===== config.mk =====
export PLATFORM = sky130hd
export DESIGN_NAME = json_string_field_extractor
export DESIGN_NICKNAME = d
export VERILOG_FILES = /design/src/rtl/core/jsfe_pkg.sv /design/src/rtl/core/jsfe_front.sv /design/src/rtl/core/jsfe_queue.sv /design/src/rtl/core/jsfe_back.sv /design/src/rtl/core/json_string_field_extractor.sv
export SDC_FILE = /design/constraint.sdc
export NUM_CORES = 1
export LEC_CHECK = 0
export BUFFER_PORTS_ARGS = -buffer_cell sky130_fd_sc_hd__buf_2
export CAP_MARGIN = 20
export CELL_PAD_IN_SITES_DETAIL_PLACEMENT = 0
export CELL_PAD_IN_SITES_GLOBAL_PLACEMENT = 2
export CORE_MARGIN = 4
export CORE_UTILIZATION = 40
export DETAILED_ROUTE_END_ITERATION = 8
export GPL_TIMING_DRIVEN = 0
export PLACE_DENSITY = 0.86
export SLEW_MARGIN = 25
export SYNTH_ARGS = -nofsm -noshare
export SYNTH_HDL_FRONTEND = slang
export SYNTH_SLANG_ARGS = --single-unit

===== constraint.sdc =====
create_clock -name clk -period 3.85 [get_ports clk]
set_input_delay 0.1925 -clock clk [delete_from_list [all_inputs] [get_ports clk]]
set_output_delay 0.1925 -clock clk [all_outputs]
set_load 0.01 [all_outputs]

===== src/rtl/core/jsfe_pkg.sv =====
// Shared types and constants for the JSON string field extractor.
// No dependencies; used by every file of the block.
`timescale 1ns / 1ps

package jsfe_pkg;

  // Scanner phases
  typedef enum logic [2:0] {
    PH_SCAN        = 3'd0,
    PH_KEY         = 3'd1,
    PH_AFTER_KEY   = 3'd2,
    PH_AFTER_COLON = 3'd3,
    PH_SKIP        = 3'd4,
    PH_VALUE       = 3'd5
  } phase_t;

  // Which field the current value feeds
  typedef enum logic [1:0] {
    TGT_NONE    = 2'd0,
    TGT_TITLE   = 2'd1,
    TGT_EXTRACT = 2'd2
  } target_t;

  // Result kinds as they appear on out_kind
  localparam logic [1:0] KIND_TITLE      = 2'd0;
  localparam logic [1:0] KIND_EXTRACT    = 2'd1;
  localparam logic [1:0] KIND_LINE_END   = 2'd2;
  localparam logic [1:0] KIND_TITLE_DONE = 2'd3;

  // Characters
  localparam logic [7:0] CH_QUOTE = 8'h22;
  localparam logic [7:0] CH_BSL   = 8'h5C;
  localparam logic [7:0] CH_COLON = 8'h3A;
  localparam logic [7:0] CH_SPACE = 8'h20;
  localparam logic [7:0] CH_TAB   = 8'h09;
  localparam logic [7:0] CH_LF    = 8'h0A;
  localparam logic [7:0] CH_CR    = 8'h0D;
  localparam logic [7:0] CH_LC_N  = 8'h6E;
  localparam logic [7:0] CH_LC_R  = 8'h72;
  localparam logic [7:0] CH_LC_T  = 8'h74;
  localparam logic [7:0] CH_LC_U  = 8'h75;

  // Wanted keys
  localparam int unsigned TITLE_LEN   = 5;
  localparam int unsigned EXTRACT_LEN = 7;
  localparam logic [0:TITLE_LEN-1][7:0]   TITLE_WORD   = "title";
  localparam logic [0:EXTRACT_LEN-1][7:0] EXTRACT_WORD = "extract";
  localparam logic [3:0] KEY_LEN_MAX = 4'd15;

  // UTF-8 encoding constants
  localparam logic [15:0] UTF_LIM1  = 16'h0080;
  localparam logic [15:0] UTF_LIM2  = 16'h0800;
  localparam logic [7:0]  UTF_CONT  = 8'h80;
  localparam logic [7:0]  UTF_LEAD2 = 8'hC0;
  localparam logic [7:0]  UTF_LEAD3 = 8'hE0;
  localparam logic [5:0]  UTF_MASK  = 6'h3F;

  // All results caused by one input byte; cnt is 1..3 once queued
  typedef struct packed {
    logic [1:0]      cnt;
    logic [2:0][1:0] kinds;
    logic [2:0][7:0] bytes;
  } bundle_t;

  // Queue status seen by front and back
  typedef struct packed {
    logic full;
    logic empty;
  } qstat_t;

endpackage


===== src/rtl/core/jsfe_front.sv =====
// Front end: JSON scanner, key matcher and string value decoder.
// Builds one result bundle per accepted byte. Depends on jsfe_pkg.
`timescale 1ns / 1ps

module jsfe_front (
  input  logic              clk,
  input  logic              rst_n,
  input  logic              accept,
  input  logic [7:0]        in_byte,
  output logic              push,
  output jsfe_pkg::bundle_t bundle
);

  typedef enum logic [1:0] {
    V_NONE  = 2'd0,
    V_ONE   = 2'd1,
    V_UNI   = 2'd2,
    V_CLOSE = 2'd3
  } vact_t;

  jsfe_pkg::phase_t  phase_r, phase_nxt;
  jsfe_pkg::target_t tgt_r, tgt_nxt;
  logic        esc_r, esc_nxt;
  logic [3:0]  klen_r, klen_nxt;
  logic        may_t_r, may_t_nxt;
  logic        may_e_r, may_e_nxt;
  logic [2:0]  hx_r, hx_nxt;
  logic        uni_r, uni_nxt;
  logic [15:0] acc_r, acc_nxt;
  logic        ln_r, ln_nxt;

  logic        is_sp;
  logic        hex_ok;
  logic [3:0]  hex_val;
  logic [15:0] cp;
  logic        t_hit, e_hit;
  vact_t       vact;
  logic [7:0]  one_byte;
  logic [1:0]  uni_cnt;
  logic [2:0][7:0] uni_bytes;

  // Character classes
  always_comb begin
    is_sp   = (in_byte == jsfe_pkg::CH_SPACE) ||
              (in_byte >= jsfe_pkg::CH_TAB && in_byte <= jsfe_pkg::CH_CR);
    hex_ok  = 1'b1;
    hex_val = 4'd0;
    if (in_byte >= 8'h30 && in_byte <= 8'h39) begin
      hex_val = in_byte[3:0];
    end else if ((in_byte >= 8'h61 && in_byte <= 8'h66) ||
                 (in_byte >= 8'h41 && in_byte <= 8'h46)) begin
      hex_val = 4'(in_byte[2:0] + 3'd1) + 4'd8;
    end else begin
      hex_ok = 1'b0;
    end
    t_hit = (klen_r < 4'(jsfe_pkg::TITLE_LEN)) &&
            (jsfe_pkg::TITLE_WORD[klen_r[2:0]] == in_byte);
    e_hit = (klen_r < 4'(jsfe_pkg::EXTRACT_LEN)) &&
            (jsfe_pkg::EXTRACT_WORD[klen_r[2:0]] == in_byte);
  end

  // Value-phase decode and UTF-8 encoding of a finished \u escape
  always_comb begin
    vact     = V_NONE;
    one_byte = in_byte;
    if (uni_r) begin
      if (hex_ok && hx_r == 3'd3) vact = V_UNI;
    end else if (esc_r) begin
      if (in_byte != jsfe_pkg::CH_LC_U) vact = V_ONE;
      if (in_byte == jsfe_pkg::CH_LC_N) one_byte = jsfe_pkg::CH_LF;
      else if (in_byte == jsfe_pkg::CH_LC_R) one_byte = jsfe_pkg::CH_CR;
      else if (in_byte == jsfe_pkg::CH_LC_T) one_byte = jsfe_pkg::CH_TAB;
    end else if (in_byte == jsfe_pkg::CH_QUOTE) begin
      vact = V_CLOSE;
    end else if (in_byte != jsfe_pkg::CH_BSL) begin
      vact = V_ONE;
    end

    cp = {acc_r[11:0], hex_val};
    uni_bytes = '0;
    if (cp < jsfe_pkg::UTF_LIM1) begin
      uni_cnt      = 2'd1;
      uni_bytes[0] = cp[7:0];
    end else if (cp < jsfe_pkg::UTF_LIM2) begin
      uni_cnt      = 2'd2;
      uni_bytes[0] = jsfe_pkg::UTF_LEAD2 | {3'd0, cp[10:6]};
      uni_bytes[1] = jsfe_pkg::UTF_CONT | {2'd0, cp[5:0] & jsfe_pkg::UTF_MASK};
    end else begin
      uni_cnt      = 2'd3;
      uni_bytes[0] = jsfe_pkg::UTF_LEAD3 | {4'd0, cp[15:12]};
      uni_bytes[1] = jsfe_pkg::UTF_CONT | {2'd0, cp[11:6] & jsfe_pkg::UTF_MASK};
      uni_bytes[2] = jsfe_pkg::UTF_CONT | {2'd0, cp[5:0] & jsfe_pkg::UTF_MASK};
    end
  end

  // Next state
  always_comb begin
    phase_nxt = phase_r;
    tgt_nxt   = tgt_r;
    esc_nxt   = esc_r;
    klen_nxt  = klen_r;
    may_t_nxt = may_t_r;
    may_e_nxt = may_e_r;
    hx_nxt    = hx_r;
    uni_nxt   = uni_r;
    acc_nxt   = acc_r;
    ln_nxt    = ln_r;
    if (accept) begin
      unique case (phase_r)
        jsfe_pkg::PH_KEY: begin
          if (!esc_r && in_byte == jsfe_pkg::CH_BSL) begin
            esc_nxt = 1'b1;
          end else if (!esc_r && in_byte == jsfe_pkg::CH_QUOTE) begin
            phase_nxt = jsfe_pkg::PH_AFTER_KEY;
          end else begin
            esc_nxt = 1'b0;
            if (!t_hit) may_t_nxt = 1'b0;
            if (!e_hit) may_e_nxt = 1'b0;
            if (klen_r != jsfe_pkg::KEY_LEN_MAX) klen_nxt = klen_r + 4'd1;
          end
        end
        jsfe_pkg::PH_AFTER_KEY: begin
          if (!is_sp) begin
            phase_nxt = (in_byte == jsfe_pkg::CH_COLON) ? jsfe_pkg::PH_AFTER_COLON
                                                        : jsfe_pkg::PH_SCAN;
          end
        end
        jsfe_pkg::PH_AFTER_COLON: begin
          if (!is_sp) begin
            if (in_byte == jsfe_pkg::CH_QUOTE) begin
              esc_nxt = 1'b0;
              uni_nxt = 1'b0;
              hx_nxt  = 3'd0;
              acc_nxt = 16'd0;
              ln_nxt  = 1'b0;
              if (may_t_r && klen_r == 4'(jsfe_pkg::TITLE_LEN)) begin
                tgt_nxt   = jsfe_pkg::TGT_TITLE;
                phase_nxt = jsfe_pkg::PH_VALUE;
              end else if (may_e_r && klen_r == 4'(jsfe_pkg::EXTRACT_LEN)) begin
                tgt_nxt   = jsfe_pkg::TGT_EXTRACT;
                phase_nxt = jsfe_pkg::PH_VALUE;
              end else begin
                tgt_nxt   = jsfe_pkg::TGT_NONE;
                phase_nxt = jsfe_pkg::PH_SKIP;
              end
            end else begin
              phase_nxt = jsfe_pkg::PH_SCAN;
            end
          end
        end
        jsfe_pkg::PH_SKIP: begin
          if (esc_r) esc_nxt = 1'b0;
          else if (in_byte == jsfe_pkg::CH_BSL) esc_nxt = 1'b1;
          else if (in_byte == jsfe_pkg::CH_QUOTE) phase_nxt = jsfe_pkg::PH_SCAN;
        end
        jsfe_pkg::PH_VALUE: begin
          if (uni_r) begin
            // bad digit or fourth digit both end the sequence
            if (!hex_ok || hx_r == 3'd3) begin
              uni_nxt = 1'b0;
              hx_nxt  = 3'd0;
              acc_nxt = 16'd0;
              if (hex_ok && tgt_r == jsfe_pkg::TGT_EXTRACT) ln_nxt = 1'b1;
            end else begin
              acc_nxt = cp;
              hx_nxt  = hx_r + 3'd1;
            end
          end else if (esc_r) begin
            esc_nxt = 1'b0;
            if (in_byte == jsfe_pkg::CH_LC_U) begin
              uni_nxt = 1'b1;
              hx_nxt  = 3'd0;
              acc_nxt = 16'd0;
            end
          end else if (in_byte == jsfe_pkg::CH_BSL) begin
            esc_nxt = 1'b1;
          end else if (in_byte == jsfe_pkg::CH_QUOTE) begin
            ln_nxt    = 1'b0;
            phase_nxt = jsfe_pkg::PH_SCAN;
          end
          if (vact == V_ONE && tgt_r == jsfe_pkg::TGT_EXTRACT) begin
            ln_nxt = (one_byte != jsfe_pkg::CH_LF);
          end
        end
        default: begin
          if (in_byte == jsfe_pkg::CH_QUOTE) begin
            klen_nxt  = 4'd0;
            may_t_nxt = 1'b1;
            may_e_nxt = 1'b1;
            phase_nxt = jsfe_pkg::PH_KEY;
          end
        end
      endcase
    end
  end

  // Result bundle for this byte
  always_comb begin
    bundle = '0;
    if (accept && phase_r == jsfe_pkg::PH_VALUE) begin
      unique case (vact)
        V_ONE: begin
          if (tgt_r == jsfe_pkg::TGT_TITLE) begin
            bundle.cnt      = 2'd1;
            bundle.kinds[0] = jsfe_pkg::KIND_TITLE;
            bundle.bytes[0] = one_byte;
          end else if (tgt_r == jsfe_pkg::TGT_EXTRACT) begin
            bundle.cnt = 2'd1;
            if (one_byte == jsfe_pkg::CH_LF) begin
              bundle.kinds[0] = jsfe_pkg::KIND_LINE_END;
            end else begin
              bundle.kinds[0] = jsfe_pkg::KIND_EXTRACT;
              bundle.bytes[0] = one_byte;
            end
          end
        end
        V_UNI: begin
          if (tgt_r == jsfe_pkg::TGT_TITLE || tgt_r == jsfe_pkg::TGT_EXTRACT) begin
            bundle.cnt   = uni_cnt;
            bundle.bytes = uni_bytes;
            for (int i = 0; i < 3; i++) begin
              bundle.kinds[i] = (tgt_r == jsfe_pkg::TGT_TITLE) ? jsfe_pkg::KIND_TITLE
                                                               : jsfe_pkg::KIND_EXTRACT;
            end
          end
        end
        V_CLOSE: begin
          if (tgt_r == jsfe_pkg::TGT_TITLE) begin
            bundle.cnt      = 2'd1;
            bundle.kinds[0] = jsfe_pkg::KIND_TITLE_DONE;
          end else if (tgt_r == jsfe_pkg::TGT_EXTRACT && ln_r) begin
            bundle.cnt      = 2'd1;
            bundle.kinds[0] = jsfe_pkg::KIND_LINE_END;
          end
        end
        default: bundle = '0;
      endcase
    end
    push = (bundle.cnt != 2'd0);
  end

  always_ff @(posedge clk) begin
    if (!rst_n) begin
      phase_r <= jsfe_pkg::PH_SCAN;
      tgt_r   <= jsfe_pkg::TGT_NONE;
      esc_r   <= 1'b0;
      klen_r  <= 4'd0;
      may_t_r <= 1'b1;
      may_e_r <= 1'b1;
      hx_r    <= 3'd0;
      uni_r   <= 1'b0;
      acc_r   <= 16'd0;
      ln_r    <= 1'b0;
    end else begin
      phase_r <= phase_nxt;
      tgt_r   <= tgt_nxt;
      esc_r   <= esc_nxt;
      klen_r  <= klen_nxt;
      may_t_r <= may_t_nxt;
      may_e_r <= may_e_nxt;
      hx_r    <= hx_nxt;
      uni_r   <= uni_nxt;
      acc_r   <= acc_nxt;
      ln_r    <= ln_nxt;
    end
  end

endmodule


===== src/rtl/core/jsfe_queue.sv =====
// Short bundle queue between scanner front end and output back end.
// Depends on jsfe_pkg for the bundle and status types.
`timescale 1ns / 1ps

module jsfe_queue #(
  parameter int unsigned DEPTH = 4
) (
  input  logic              clk,
  input  logic              rst_n,
  input  logic              push,
  input  jsfe_pkg::bundle_t wdata,
  input  logic              pop,
  output jsfe_pkg::bundle_t rdata,
  output jsfe_pkg::qstat_t  stat
);

  localparam int unsigned PW = $clog2(DEPTH);
  localparam int unsigned CW = $clog2(DEPTH + 1);

  jsfe_pkg::bundle_t slots [DEPTH];
  logic [PW-1:0] wr_ptr_r, wr_ptr_nxt;
  logic [PW-1:0] rd_ptr_r, rd_ptr_nxt;
  logic [CW-1:0] cnt_r, cnt_nxt;

  always_comb begin
    wr_ptr_nxt = wr_ptr_r;
    rd_ptr_nxt = rd_ptr_r;
    if (push) wr_ptr_nxt = (wr_ptr_r == PW'(DEPTH - 1)) ? '0 : wr_ptr_r + PW'(1);
    if (pop)  rd_ptr_nxt = (rd_ptr_r == PW'(DEPTH - 1)) ? '0 : rd_ptr_r + PW'(1);
    cnt_nxt = cnt_r + CW'(push) - CW'(pop);
  end

  assign rdata      = slots[rd_ptr_r];
  assign stat.full  = (cnt_r == CW'(DEPTH));
  assign stat.empty = (cnt_r == '0);

  always_ff @(posedge clk) begin
    if (push) slots[wr_ptr_r] <= wdata;
  end

  always_ff @(posedge clk) begin
    if (!rst_n) begin
      wr_ptr_r <= '0;
      rd_ptr_r <= '0;
      cnt_r    <= '0;
    end else begin
      wr_ptr_r <= wr_ptr_nxt;
      rd_ptr_r <= rd_ptr_nxt;
      cnt_r    <= cnt_nxt;
    end
  end

endmodule


===== src/rtl/core/jsfe_back.sv =====
// Back end: holds one bundle in the output register and hands out its
// results one beat at a time. Depends on jsfe_pkg.
`timescale 1ns / 1ps

module jsfe_back (
  input  logic              clk,
  input  logic              rst_n,
  input  jsfe_pkg::bundle_t q_head,
  input  logic              q_empty,
  output logic              q_pop,
  output logic              out_empty,
  input  logic              out_pop,
  output logic [7:0]        out_byte,
  output logic [1:0]        out_kind,
  output logic              out_last
);

  jsfe_pkg::bundle_t bun_r, bun_nxt;
  logic       have_r, have_nxt;
  logic [1:0] idx_r, idx_nxt;
  logic       fire, lastbeat;

  always_comb begin
    fire     = have_r && out_pop;
    lastbeat = (2'(idx_r + 2'd1) == bun_r.cnt);
    q_pop    = !q_empty && (!have_r || (fire && lastbeat));
    bun_nxt  = q_pop ? q_head : bun_r;
    if (q_pop) begin
      have_nxt = 1'b1;
      idx_nxt  = 2'd0;
    end else if (fire) begin
      have_nxt = !lastbeat;
      idx_nxt  = idx_r + 2'd1;
    end else begin
      have_nxt = have_r;
      idx_nxt  = idx_r;
    end
  end

  assign out_empty = !have_r;
  assign out_byte  = bun_r.bytes[idx_r];
  assign out_kind  = bun_r.kinds[idx_r];
  assign out_last  = lastbeat;

  always_ff @(posedge clk) begin
    bun_r <= bun_nxt;
  end

  always_ff @(posedge clk) begin
    if (!rst_n) begin
      have_r <= 1'b0;
      idx_r  <= 2'd0;
    end else begin
      have_r <= have_nxt;
      idx_r  <= idx_nxt;
    end
  end

endmodule


===== src/rtl/core/json_string_field_extractor.sv =====
// JSON string field extractor, top level.
// Instantiates jsfe_front, jsfe_queue and jsfe_back; depends on jsfe_pkg.
//
// Usage:
//  - Input channel: drive in_byte with the next raw document byte and raise
//    in_push; the beat is taken at a clock edge with in_push high and
//    in_full low. One byte per cycle is taken while the queue has room.
//  - Result channel: while out_empty is low, out_byte/out_kind/out_last show
//    the oldest result; it is taken at an edge with out_pop high. Kinds:
//    0 title byte, 1 extract byte, 2 extract line end, 3 title done.
//    out_last marks the final result caused by one input byte.
//  - Each input byte yields zero to three results. A byte with no result
//    never enters the queue and costs nothing beyond its input beat.
//  - Path: a byte's bundle is written into the queue at the edge that takes
//    its beat, then loaded into the output register once that is free; only
//    from there can its first result be popped.
//  - Throughput: one input byte per cycle while the queue is not full;
//    output drains one result per cycle while out_pop is high, so a
//    three-byte UTF-8 burst holds the output register for three pops.
//  - When the receiver stalls, up to QUEUE_DEPTH result bundles collect in
//    the queue plus one in the output register; then in_full rises.
//  - Reset (rst_n low, synchronous) empties queue and output and returns the
//    scanner to looking for a key.
`timescale 1ns / 1ps

module json_string_field_extractor #(
  parameter int unsigned QUEUE_DEPTH = 4
) (
  input  logic       clk,
  input  logic       rst_n,
  input  logic       in_push,
  output logic       in_full,
  input  logic [7:0] in_byte,
  output logic       out_empty,
  input  logic       out_pop,
  output logic [7:0] out_byte,
  output logic [1:0] out_kind,
  output logic       out_last
);

  jsfe_pkg::bundle_t f_bundle;
  jsfe_pkg::bundle_t q_head;
  jsfe_pkg::qstat_t  q_stat;
  logic              f_push;
  logic              q_pop;
  logic              in_accept;

  // Front only stalls on a full queue; zero-result bytes never enter it.
  assign in_full   = q_stat.full;
  assign in_accept = in_push && !q_stat.full;

  jsfe_front u_front (
    .clk     (clk),
    .rst_n   (rst_n),
    .accept  (in_accept),
    .in_byte (in_byte),
    .push    (f_push),
    .bundle  (f_bundle)
  );

  jsfe_queue #(
    .DEPTH (QUEUE_DEPTH)
  ) u_queue (
    .clk   (clk),
    .rst_n (rst_n),
    .push  (f_push),
    .wdata (f_bundle),
    .pop   (q_pop),
    .rdata (q_head),
    .stat  (q_stat)
  );

  // Back end serializes a bundle; it reloads on the last beat's pop, or whenever it holds none.
  jsfe_back u_back (
    .clk       (clk),
    .rst_n     (rst_n),
    .q_head    (q_head),
    .q_empty   (q_stat.empty),
    .q_pop     (q_pop),
    .out_empty (out_empty),
    .out_pop   (out_pop),
    .out_byte  (out_byte),
    .out_kind  (out_kind),
    .out_last  (out_last)
  );

`ifndef SYNTHESIS
  a_no_push_when_full: assert property (@(posedge clk) disable iff (!rst_n)
    !(f_push && q_stat.full))
    else $error("bundle written into full queue");

  a_no_pop_when_empty: assert property (@(posedge clk) disable iff (!rst_n)
    !(q_pop && q_stat.empty))
    else $error("bundle read from empty queue");

  a_queued_reaches_output: assert property (@(posedge clk) disable iff (!rst_n)
    !q_stat.empty |=> !out_empty)
    else $error("queued bundle not presented at output");

  a_pushed_bundle_nonempty: assert property (@(posedge clk) disable iff (!rst_n)
    f_push |-> (f_bundle.cnt != 2'd0))
    else $error("empty bundle pushed");
`endif

endmodule

Word-level counts from Yosys, hierarchy flattened. Memories as Yosys holds them, arrays and structs flattened. A register that Yosys moved wholly into a read port is not among the register bits. Cells that the tools add are included.

Div/mod/pow operators: 0. Multipliers: 0. Order comparisons: 14. Add/subtract/negate cells: 9. Equal/unequal tests: 49. Bitwise logic cells: 4. Shift operators: 0. Reduce and logical (&&, ||, !) cells: 48. Multiplexer cells: 121.

Operators with widths (count): 8-bit 2-to-1 mux (15); 12-bit 2-to-1 mux (6); 32-bit 2-to-1 mux (2); 3-bit 2-to-1 mux (17); 8-bit by 7-bit == test with 1-bit output (second input constant) (5); 1-bit 2-to-1 mux (40); 2-bit 2-to-1 mux (17); 16-bit 2-to-1 mux (2); 6-bit AND reduction (5); 4-bit 2-to-1 mux (7); 8-bit by 6-bit == test with 1-bit output (second input constant) (3); 12-bit case mux with 2 select lines (1); 1-bit logical AND (19); 8-bit binary-select mux with 2-bit select (1); 8-bit == test (2); 8-bit by 7-bit >= comparator with 1-bit output (second input constant) (2); 8-bit by 7-bit less-or-equal comparator with 1-bit output (second input constant) (2); 16-bit by 12-bit < comparator with 1-bit output (second input constant) (1); 16-bit by 8-bit < comparator with 1-bit output (second input constant) (1); 4-bit != test (second input constant) (4); 8-bit by 7-bit != test with 1-bit output (second input constant) (2); 8-bit case mux with 2 select lines (1); 3-bit case mux with 5 select lines (1); 14-bit 2-to-1 mux (1); 46 further kinds (88).

Word-level logic and storage cells: 263. Output and inout bits: 13. Memories kept: 3. Input port bits: 12. Memory bits (read-only): 128. Bits in registers: 39. Memory bits (writable): 128. Latch bits: 0.

Memory list: u_queue.slots (depth 4, width 32, rd ports 1, clocked after memory_dff 1, write ports 1, RTL line jsfe_queue.sv:20) `jsfe_pkg::bundle_t slots [DEPTH];`; (no name shown) (depth 8, width 8, rd ports 1, clocked after memory_dff 0, write ports 0, RTL line jsfe_front.sv:57) `(jsfe_pkg::TITLE_WORD[klen_r[2:0]] == in_byte);`; (no name shown) (depth 8, width 8, rd ports 1, clocked after memory_dff 0, write ports 0, RTL line jsfe_front.sv:59) `(jsfe_pkg::EXTRACT_WORD[klen_r[2:0]] == in_byte);`.

Depth between registers and ports, before layout.
Depth in word-level cells: 15. Gate-level depth with buffers: 20. Depth with buffers taken out: 18.

Cells and area by module. A second synthesis with hierarchy kept.

Cell total of the unflattened synthesis: 697. Area total of the unflattened synthesis: 9504.1 µm².

By module, submodules not included: jsfe_queue (cells an instance 210, area each 5109.9 µm², sequential area each 4023.9 µm², instances 1); jsfe_front (cells an instance 393, area each 2986.6 µm², sequential area each 580.6 µm², instances 1); jsfe_back (cells an instance 93, area each 1393.8 µm², sequential area each 1021.0 µm², instances 1); json_string_field_extractor (cells an instance 1, area each 13.8 µm², sequential area each 0.0 µm², instances 1).

Worst setup path after synthesis. OpenSTA, ideal clock, no wires.

Path kind: reg-to-reg. From: register u_back.bun_r[31] (netlist name). To: register u_queue.cnt_r[2]. Clock period less this slack: 4.150 ns. Setup slack: -0.300 ns. Data arrival time: 4.023 ns. Cell stages (with the launch flop): 13. Path buffers: 0. Required time: 3.722 ns. Library setup time: 0.128 ns. Cell sequence: edfxtp_1 xnor2_1 mux2i_1 nand2_1 a21oi_1 ha_1 inv_1 ha_1 inv_1 fa_1 xor2_1 xnor2_1 nor2_1.

Word-level cells in the longest chain between the ends: 5.

Ends and longest elaborated chain: 2-bit == test (RTL line jsfe_back.sv:25) `lastbeat = (2'(idx_r + 2'd1) == bun_r.cnt);`; net out_last (RTL line json_string_field_extractor.sv:38) `output logic out_last`; 1-bit logical AND (RTL line jsfe_back.sv:26) `q_pop = !q_empty && (!have_r || (fire && lastbeat));`; 1-bit logical OR (RTL line jsfe_back.sv:26); 1-bit logical AND (RTL line jsfe_back.sv:26); net q_pop (RTL line json_string_field_extractor.sv:45) `logic q_pop;`; 3-bit by 1-bit subtractor with 3-bit output (RTL line jsfe_queue.sv:30) `cnt_nxt = cnt_r + CW'(push) - CW'(pop);`; to (signal assigned) (RTL line jsfe_queue.sv:49) `cnt_r <= cnt_nxt;`; to (decl) (RTL line jsfe_queue.sv:23) `logic [CW-1:0] cnt_r, cnt_nxt;`.

The timed path passes the listed nets, and every way through them passes these cells. A chain may end at the register's enable or synchronous reset.

Worst setup path after layout.
From: input port in_byte[0]. To: register u_queue.cnt_r[2].

Word-level cells in the longest chain between the ends: 14. Elaborated cells between the ends (all ways): 39. Classes of those cells: 4 x add/sub; 8 x order compare; 6 x eq/ne; 15 x mux; 6 x reduce/logical.

Ends and longest elaborated chain: from (decl) (RTL line json_string_field_extractor.sv:33) `input logic [7:0] in_byte,`; parallel branches: the longest is 9 deep, another holds 16-bit by 12-bit < comparator with 1-bit output; 2-bit case mux with 3 select lines * (RTL line jsfe_front.sv:201) `unique case (vact)`; 32-bit 2-to-1 mux * (RTL line jsfe_front.sv:200) `if (accept && phase_r == jsfe_pkg::PH_VALUE) begin`; 2-bit nonzero test * (RTL line jsfe_front.sv:239) `push = (bundle.cnt != 2'd0);`; net f_push (RTL line json_string_field_extractor.sv:44) `logic f_push;`; 3-bit by 1-bit adder with 3-bit output * (RTL line jsfe_queue.sv:30); 3-bit by 1-bit subtractor with 3-bit output * (RTL line jsfe_queue.sv:30).

Mark *: on every way through the listed nets, which the timed path passes.

==> impl_metrics.py <==
metrics = {
    "yosys": {
        "synthCells": 652,
        "ys_warn_count": 0,
        "async_reset_ff_frac": 0,
        "synth_top_area_frac": 0.488,
        "syn_area_um2": 8300,
        "synth_flop_cell": "edfxtp_1",
        "ys_types": 77,
        "syn_nets": 690,
        "synth_edf_count": 135,
        "ys_ff_latch": 174,
        "ys_seq_area_frac": 0.582,
        "yosys.area.top_type": "edfxtp_1",
        "netlist_top_cells_area": "edfxtp_1 49%, dfxtp_1 9.4%, mux4_2 7.3%",
        "syn_area_per_cell_um2": 12.7,
    },
    "setup_path": {
        "crit_family": "adder cells",
        "cp_num_buf_inv": 6,
        "crit_cells": 21,
        "worstSetupPathType": "in -> reg",
        "timing.rr.end": "u_queue.cnt_r[2]$_SDFF_PN0_",
        "worstPathArrival_ns": 3.88,
        "cp-endpoint": "u_queue.cnt_r[2]$_SDFF_PN0_",
        "path_cells": "buf_2 -> clkbuf_4 -> inv_2 -> ha_2 -> nor3b_2 -> or4_4 -> a21oi_2 -> nor2_4 -> o22ai_2 -> ha_1 -> inv_1 -> o21ai_0 -> a2111oi_2 -> o21a_1 -> buf_2 -> ha_1 -> inv_1 -> fa_1 -> xor2_2 -> xnor2_1 -> nor2_1",
        "reg2reg_depth": 16,
        "critPathCaptureType": "flip-flop",
        "r2r-start": "u_front.esc_r$_SDFFE_PN0P_",
        "crit_path_start": "in_byte[0]",
        "max_stage_delay_ns": 0.49,
        "crit_slowest_cell": "a2111oi_2",
        "critPathMaxFanout": 9,
        "reg2reg_slack_ns": 0.27,
        "cp.required_ns": 4.14,
        "worstSetupStartpointType": "input pin",
    },
    "timing": {
        "hold_viol_final": 0,
        "max_slew.worst_pin.slew_ns": 0.886,
        "maxSlewViolCount": 0,
        "finalCriticalPeriod_ns": 3.60,
        "finClkSkew_ns": 0.0146,
        "final.setup.tns_ns": 0,
        "hold_ws_ns": 0.163,
        "max_clock_freq_mhz": 278,
        "maxSlewHeadroom": 0.401,
        "setup_viol": 0,
        "period_share": 0.935,
    },
    "clocking": {
        "clk_latency_ns": 0.43,
        "clockBufferDepth": 2,
        "cts_tree": "yes",
        "hold_buffers": 0,
        "cts-root-buf": "clkbuf_16",
        "cts_buffers": 17,
        "h-tree-depth": 4,
        "cts_sinks": 174,
        "path_clk_slew_ns": 0.07,
    },
    "cells_and_area": {
        "syn2layout_area_growth_pct": 13.9,
        "final_common_cell": "edfxtp_1",
        "drive_gt1_frac": 0.201,
        "num-nets-final": 733,
        "final_cell_mix": "135 x edfxtp_1, 55 x nand2_1, 38 x dfxtp_1",
        "antenna_cells": 0,
    },
    "power": {
        "vdd_ir_drop_max_mv": 0.276,
        "cellPowerDensity_nw_per_um2": 402,
        "p_leak_nw": 3.01,
    },
    "detailed_routing": {
        "vias": 5406,
        "post-route-drc-count": 0,
        "drtPass1Iterations": 7,
        "wl_um": 18600,
        "drt_iter0_drc": 398,
        "vias_per_cell": 5.53,
        "final_antenna_net_count": 0,
        "wl_per_cell_um": 19.0,
    },
    "flow_run": {
        "cap_violations": 0,
    },
    "global_routing": {
        "track_usage": 0.163,
        "grt_pass1_wl_um": 30000,
        "antenna_found_initial": 0,
        "grt.overflow.total": 0,
        "grt_pass1_vias": 5460,
        "grt_max_degree": 28,
    },
    "floorplanning": {
        "die_area_um2": 23100,
        "start_util": 0.409,
        "std_cell_rows": 52,
        "die_w_um": 152,
        "io_pins": 25,
        "die_h_um": 152,
        "core_area_um2": 20300,
    },
    "placement": {
        "place_congestion": 0.894,
        "io_buffer_count": 20,
        "dp_hpwl_um": 13100,
    },
    "min_path": {
        "hold_class": "in -> reg",
    },
    "run_status": {
        "status": "finished, final reports clean",
    },
}
==> layer usage <==
layer / vias up / GRT usage / wire length [um]
met1: 2689 / 0.215 / 8240
met2: 128 / 0.272 / 9390
met4: 0 / 0.0514 / 271
met5: - / 0 / 0
li1: 2569 / - / -
met3: 20 / 0.0336 / 686
==> Yosys cell counts, types with 4 or more instances <==
library cell  count
dfxtp_1          39
xnor2_1           6
nand3b_1          4
nor4_1            6
a21oi_1          30
nor2_1           35
nor2b_1          14
buf_2            11
xor2_1            6
and2_1           11
nor3_1           11
nand4_1           5
mux4_2           27
o21ai_0          29
nand2b_1          5
o21a_1            6
a211oi_1          8
nand3_1          10
inv_1            29
a22o_1           10
or3_1             7
edfxtp_1        135
o22ai_1           7
mux2i_1          14
a221oi_1          4
o21ai_2           6
o31ai_1           6
clkbuf_1         19
ha_1             25
nand2_1          55
and3_1            6
nor3b_1           4
==> through the flow <==
step           cells  power (mW)   util  instance area (um^2)  setup WS (ns)
2_1_floorplan    652        2.10      -                  8310        -0.0891
3_3_place_gp     942        2.13  0.431                  8750          -1.06
3_5_place_dp     943        2.13  0.432                  8770          -1.22
4_1_cts          974        3.83  0.463                  9390        0.00276
5_1_grt          978        3.93  0.466                  9460        -0.0191
6_report         978        3.81  0.466                  9460          0.251
==> flip-flops by register name, indices dropped and copies added, names as in the netlist, 2 cells and up <==
name              cells
u_front.phase_r       3
u_front.tgt_r         2
u_back.bun_r         27
u_back.idx_r          2
u_front.acc_r        12
u_queue.rd_ptr_r      2
u_front.hx_r          3
u_queue.slots       108
u_front.klen_r        4
u_queue.cnt_r         3
u_queue.wr_ptr_r      2
==> logic make-up after synthesis <==
logic type | share of synthesized area
xor+xnor | 0.0127
fa+ha+maj | 0.0401
buf+inv | 0.0298
flops | 0.582
compound gates | 0.113
simple gates | 0.132
mux | 0.0901
==> worst min-delay path by stage <==
stage                                            start                      endpoint  slack [ns]  depth (start not counted)
after floorplan                                out_pop    u_back.have_r$_SDFFE_PN0P_        0.41                          3
final                                          out_pop    u_back.have_r$_SDFFE_PN0P_        0.16                          4
after detailed placement  u_front.hx_r[2]$_SDFFE_PN0P_  u_front.hx_r[2]$_SDFFE_PN0P_        0.45                          2
after global placement    u_front.hx_r[2]$_SDFFE_PN0P_  u_front.hx_r[2]$_SDFFE_PN0P_        0.43                          2
after global routing                           out_pop    u_back.have_r$_SDFFE_PN0P_        0.17                          4
after CTS                                      out_pop    u_back.have_r$_SDFFE_PN0P_        0.14                          4
==> final cells by class <==
| type | instances | area, um^2 |
|---|---|---|
| fill | 1830 | 10800 |
| sequential | 174 | 4840 |
| multi-input combinational | 416 | 3300 |
| clock buffer | 17 | 425 |
| tap | 270 | 338 |
| clock inverter | 15 | 164 |
| timing repair buffer | 25 | 145 |
| buffer | 31 | 136 |
| inverter | 30 | 116 |
==> worst reg2reg max path: cells and delay by family (launching register included) <==
kind	cells	cell delay (ns)
AOI/OAI and AO/OA	3	0.75
xor gates and xnor gates	2	0.31
adders and majority gates	3	0.83
buffers and inverters	4	0.38
DFF	1	0.47
and+or+nand+nor	4	0.70
==> power breakdown <==
part,internal (mW),leakage [nW],switching (mW)
sequential,1.99,1.39,0.0000991
combinational,0.0330,1.34,0.0680
clock,0.967,0.287,0.743
==> what timing repair did <==
action / CTS / global route
gates resized for setup: 10 / 12
setup endpoints to repair: 111 / 110
setup buffers: 0 / 4
pin swaps: 1 / 2
Note: power is estimated with default switching activity, not from simulation.
